### config.mk
export PLATFORM = sky130hd
export DESIGN_NAME = deq_controller
export DESIGN_NICKNAME = d
export VERILOG_FILES = /design/src/rtl/deq_pkg.sv /design/src/rtl/deq_controller.sv
export SDC_FILE = /design/constraint.sdc
export NUM_CORES = 1
export LEC_CHECK = 0
export BUFFER_PORTS_ARGS = -buffer_cell sky130_fd_sc_hd__buf_4
export CAP_MARGIN = 30
export CORE_AREA = 2 2 39 41
export CTS_CLUSTER_DIAMETER = 150
export CTS_CLUSTER_SIZE = 40
export DETAILED_ROUTE_END_ITERATION = 7
export DIE_AREA = 0 0 41 43
export SLEW_MARGIN = 20
export SYNTH_ARGS = -nofsm -noshare
export SYNTH_HDL_FRONTEND = slang
export SYNTH_SLANG_ARGS = --single-unit
### constraint.sdc
create_clock -name i_clk -period 2.7 [get_ports i_clk]
set_clock_uncertainty 0.2 [all_clocks]
set_input_delay 0.135 -clock i_clk [delete_from_list [all_inputs] [get_ports i_clk]]
set_output_delay 0.135 -clock i_clk [all_outputs]
set_load 0.005 [all_outputs]
### src/rtl/deq_pkg.sv
// Package for the double-ended queue: sizes, command and status codes,
// beat types and the controller-to-datapath control struct. No dependencies.
`default_nettype none

package deq_pkg;

    localparam int CAPACITY   = 1024;
    localparam int VALUE_BITS = 17;
    localparam int ADDR_BITS  = $clog2(CAPACITY);
    localparam int COUNT_BITS = $clog2(CAPACITY + 1);
    localparam int SUM_BITS   = COUNT_BITS + 1;

    localparam logic [2:0] CMD_PUSH_FRONT = 3'd0;
    localparam logic [2:0] CMD_PUSH_BACK  = 3'd1;
    localparam logic [2:0] CMD_POP_FRONT  = 3'd2;
    localparam logic [2:0] CMD_POP_BACK   = 3'd3;
    localparam logic [2:0] CMD_QUERY      = 3'd4;

    localparam logic [1:0] STATUS_OK    = 2'd0;
    localparam logic [1:0] STATUS_EMPTY = 2'd1;
    localparam logic [1:0] STATUS_FULL  = 2'd2;

    typedef struct packed {
        logic [2:0]            cmd;
        logic [VALUE_BITS-1:0] push_value;
    } t_in_item;

    typedef struct packed {
        logic [VALUE_BITS-1:0] popped_value;
        logic [1:0]            status;
        logic [COUNT_BITS-1:0] entry_count;
        logic                  is_empty;
        logic [VALUE_BITS-1:0] front_value;
        logic [VALUE_BITS-1:0] back_value;
    } t_out_item;

    typedef enum logic [1:0] {
        ST_IDLE,
        ST_OP,
        ST_POST,
        ST_DONE
    } t_state;

    typedef struct packed {
        logic load_item;
        logic do_op;
        logic load_result;
    } t_dp_ctrl;

endpackage

`default_nettype wire

### src/rtl/deq_controller.sv
// Controller of the double-ended queue: sequences accept, update, re-read
// and result load, and owns both handshakes. Depends on deq_pkg.
`default_nettype none

module deq_controller
    import deq_pkg::*;
(
    input  wire logic i_clk,
    input  wire logic i_rst_n,
    input  wire logic i_in_valid,
    output logic      o_in_stall,
    output logic      o_out_valid,
    input  wire logic i_out_stall,
    output t_dp_ctrl  o_ctrl
);

    t_state r_state, n_state;
    logic   r_out_valid, n_out_valid;

    always_ff @(posedge i_clk) begin
        if (!i_rst_n) begin
            r_state     <= ST_IDLE;
            r_out_valid <= 1'b0;
        end else begin
            r_state     <= n_state;
            r_out_valid <= n_out_valid;
        end
    end

    always_comb begin
        n_state            = r_state;
        n_out_valid        = r_out_valid && i_out_stall;
        o_ctrl             = '0;
        o_in_stall         = (r_state != ST_IDLE);
        case (r_state)
            ST_IDLE: begin
                if (i_in_valid) begin
                    o_ctrl.load_item = 1'b1;
                    n_state          = ST_OP;
                end
            end
            ST_OP: begin
                o_ctrl.do_op = 1'b1;
                n_state      = ST_POST;
            end
            ST_POST: begin
                n_state = ST_DONE;
            end
            ST_DONE: begin
                if (!r_out_valid || !i_out_stall) begin
                    o_ctrl.load_result = 1'b1;
                    n_out_valid        = 1'b1;
                    n_state            = ST_IDLE;
                end
            end
            default: begin
                n_state = ST_IDLE;
            end
        endcase
    end

    assign o_out_valid = r_out_valid;

endmodule

`default_nettype wire

==> flow_metrics.tcl <==
set metrics [dict create \
    cts.sinks 3 \
    io_buffers 8 \
    cp_data_required_time_ns 2.61 \
    synth_top_area_share_pct 29.9 \
    fin_nets 47 \
    synthTopCellsByArea "ha_1 30%, dfxtp_1 29%, mux2i_1 9.6%, inv_1 5.4%, nand2_1 5.4%" \
    dieWidth_um 41 \
    cts_buffers 3 \
    gr-usage-all-layers_pct 4.61 \
    syn-instance-count 23 \
    gp_routability_congestion 0.587 \
    grt_max_degree 6 \
    worst-slew-pin-transition_ns 0.120 \
    synth.cell_area_um2 209 \
    p_per_area_nw_per_um2 796 \
    vias 189 \
    core-area_um2 1380 \
    p_leak_nw 0.170 \
    drive_gt1_share_pct 32.4 \
    yosysUniqueCellTypes 12 \
    period_needed_ns 1.59 \
    grt_pass1_wl_um 503 \
    routed_wl_um 365 \
    crit_fanout 4 \
    final_cells 53 \
    syn2layout_area_growth_pct 60.5 \
    die_h_um 43 \
    synth.ff_latch_count 3 \
    post-cts-setup-buffers 0 \
    cts_tree "done" \
    ir_worst_vdd_mv 0.242 \
    synth_ff_type "dfxtp_1" \
    synth_async_sr_flop_share_pct 0 \
    cap_violations 0 \
    ys_top_cells_by_count "5 x ha_1, 3 x dfxtp_1, 3 x inv_1, 3 x nand2_1, 2 x mux2i_1" \
    clkTransAtPathRegs_ns 0.04 \
    r2r_start "r_state[0]$_SDFFE_PN0P_" \
    dp.final_hpwl_um 297 \
    yosys_warnings 0 \
    place_area_um2 289 \
    worst-setup-path-type "flop to flop" \
    worstSetupEndpointType "flop" \
    fmax_mhz 630 \
    synth_nets 32 \
    grt_pass1_vias 134 \
    rsz0062_at_grt "no" \
    post-route-period-util_pct 58.8 \
    h-tree-depth 1 \
    relSlewSlack_pct 91.8 \
    ys_seq_area_share_pct 28.7 \
    final_hold_viol_count 0 \
    clock_latency_ns 0.23 \
    cts-root-buf "clkbuf_4" \
    yosysMostFrequentCell "ha_1" \
    drt-pass1-iter-count 1 \
    dieArea_um2 1760 \
    status "finished clean" \
    min_path_type "input pin to flop" \
    antenna_cells 0 \
    final.setup.tns_ns 0 \
    drtIter0Drc 0 \
    post_drt_via_cell_ratio 3.57 \
    synth_edf_count 0 \
    yosysTopAreaCell "ha_1" \
    syn_area_per_cell_um2 9.08 \
    critical_path.startpoint "r_state[0]$_SDFFE_PN0P_" \
    final_area_um2 335 \
    worstPathArrival_ns 1.50 \
    clockBufferDepth 2 \
    start_kind "flop" \
    drtAntennaViolNets 0 \
    dp.cells 47 \
    num_rows 14 \
    initial_core_util_pct 15.1 \
    io_pins 9 \
    worstHoldStart "i_in_valid" \
    finalMaxSlewViolations 0 \
    overflow 0 \
    antenna_found_initial 0 \
    drc_errors 0 \
    avgRoutedWirePerCell_um 6.89 \
    setup_viol 0 \
]
cell families after synthesis:
family / after synthesis / share of synthesized area [%]
muxes: 2 / 9.58
DFF: 3 / 28.7
adders and majority gates: 5 / 29.9
and+or+nand+nor: 6 / 14.4
buffers and inverters: 3 / 5.39
AOI/OAI and AO/OA: 4 / 12.0
what timing repair did:
| item | 4_1_cts | 5_1_grt |
|---|---|---|
| gates resized for setup | 0 | 0 |
| endpoints found under the hold margin | 3 | 0 |
| hold buffers | 2 | 0 |
state kept, by name (all words and copies together), names as in the netlist:
register	cells
o_out_valid	1
r_state	2
worst paths after layout:
kind / to / slack [ns] / cells past startpoint
min reg2reg: r_state[1]$_SDFFE_PN0P_ / 0.30 / 2
max: o_out_valid$_SDFF_PN0_ / 1.11 / 4
max reg2reg: o_out_valid$_SDFF_PN0_ / 1.11 / 4
min: r_state[1]$_SDFFE_PN0P_ / 0.09 / 3
routing by layer:
metal,wire (um),up-vias,global-route usage [%]
met5,0,-,0
met4,0,0,2.00
met3,53,0,4.71
met2,159,9,5.94
met1,152,78,4.79
li1,-,102,-
worst max-delay path, cell delays in order (launching register included):
cell and delay, ns:
dfxtp_1 0.33, ha_1 0.22, a21oi_1 0.12, nor2b_1 0.06
dlygate4sd3_1 0.55
power by group:
group          internal (mW)  leakage [nW]  switching [mW]
clock                 0.0553        0.0150          0.0215
sequential            0.0579        0.0247          0.0134
combinational         0.0669         0.130          0.0519
total                  0.180         0.170          0.0868
cell usage in the layout (no fill, tap or decap):
cell and n:
buf_4 8, ha_1 5, inv_1 3, nand2_1 3
clkbuf_4 3, dfxtp_1 3, mux2i_1 2, dlygate4sd3_1 2
a21boi_0 1, and2_2 1, a21oi_1 1, nor2b_1 1
o21ai_0 1, nand3_1 1, o21a_1 1, clkbuf_1 1
through the flow:
stage          util [%]  total power [mW]  hold WS (ns)  setup WS (ns)
2_1_floorplan         -             0.137        0.0632           1.41
3_3_place_gp       20.9             0.187         0.195           1.33
3_5_place_dp       20.9             0.191         0.206           1.31
4_1_cts            24.2             0.276        0.0842           1.11
5_1_grt            24.2             0.293         0.116           1.02
6_report           24.2             0.267        0.0884           1.11
cell type report:
type                    count  area, um2
well taps                  16       20.0
inverters                   3       11.3
multi-input cells          17        138
repair buffers             10       80.1
fillers                   157       1050
flip-flops and latches      3       60.1
clock buffers               4       26.3
No activity file was read; power rests on OpenSTA's default activity.
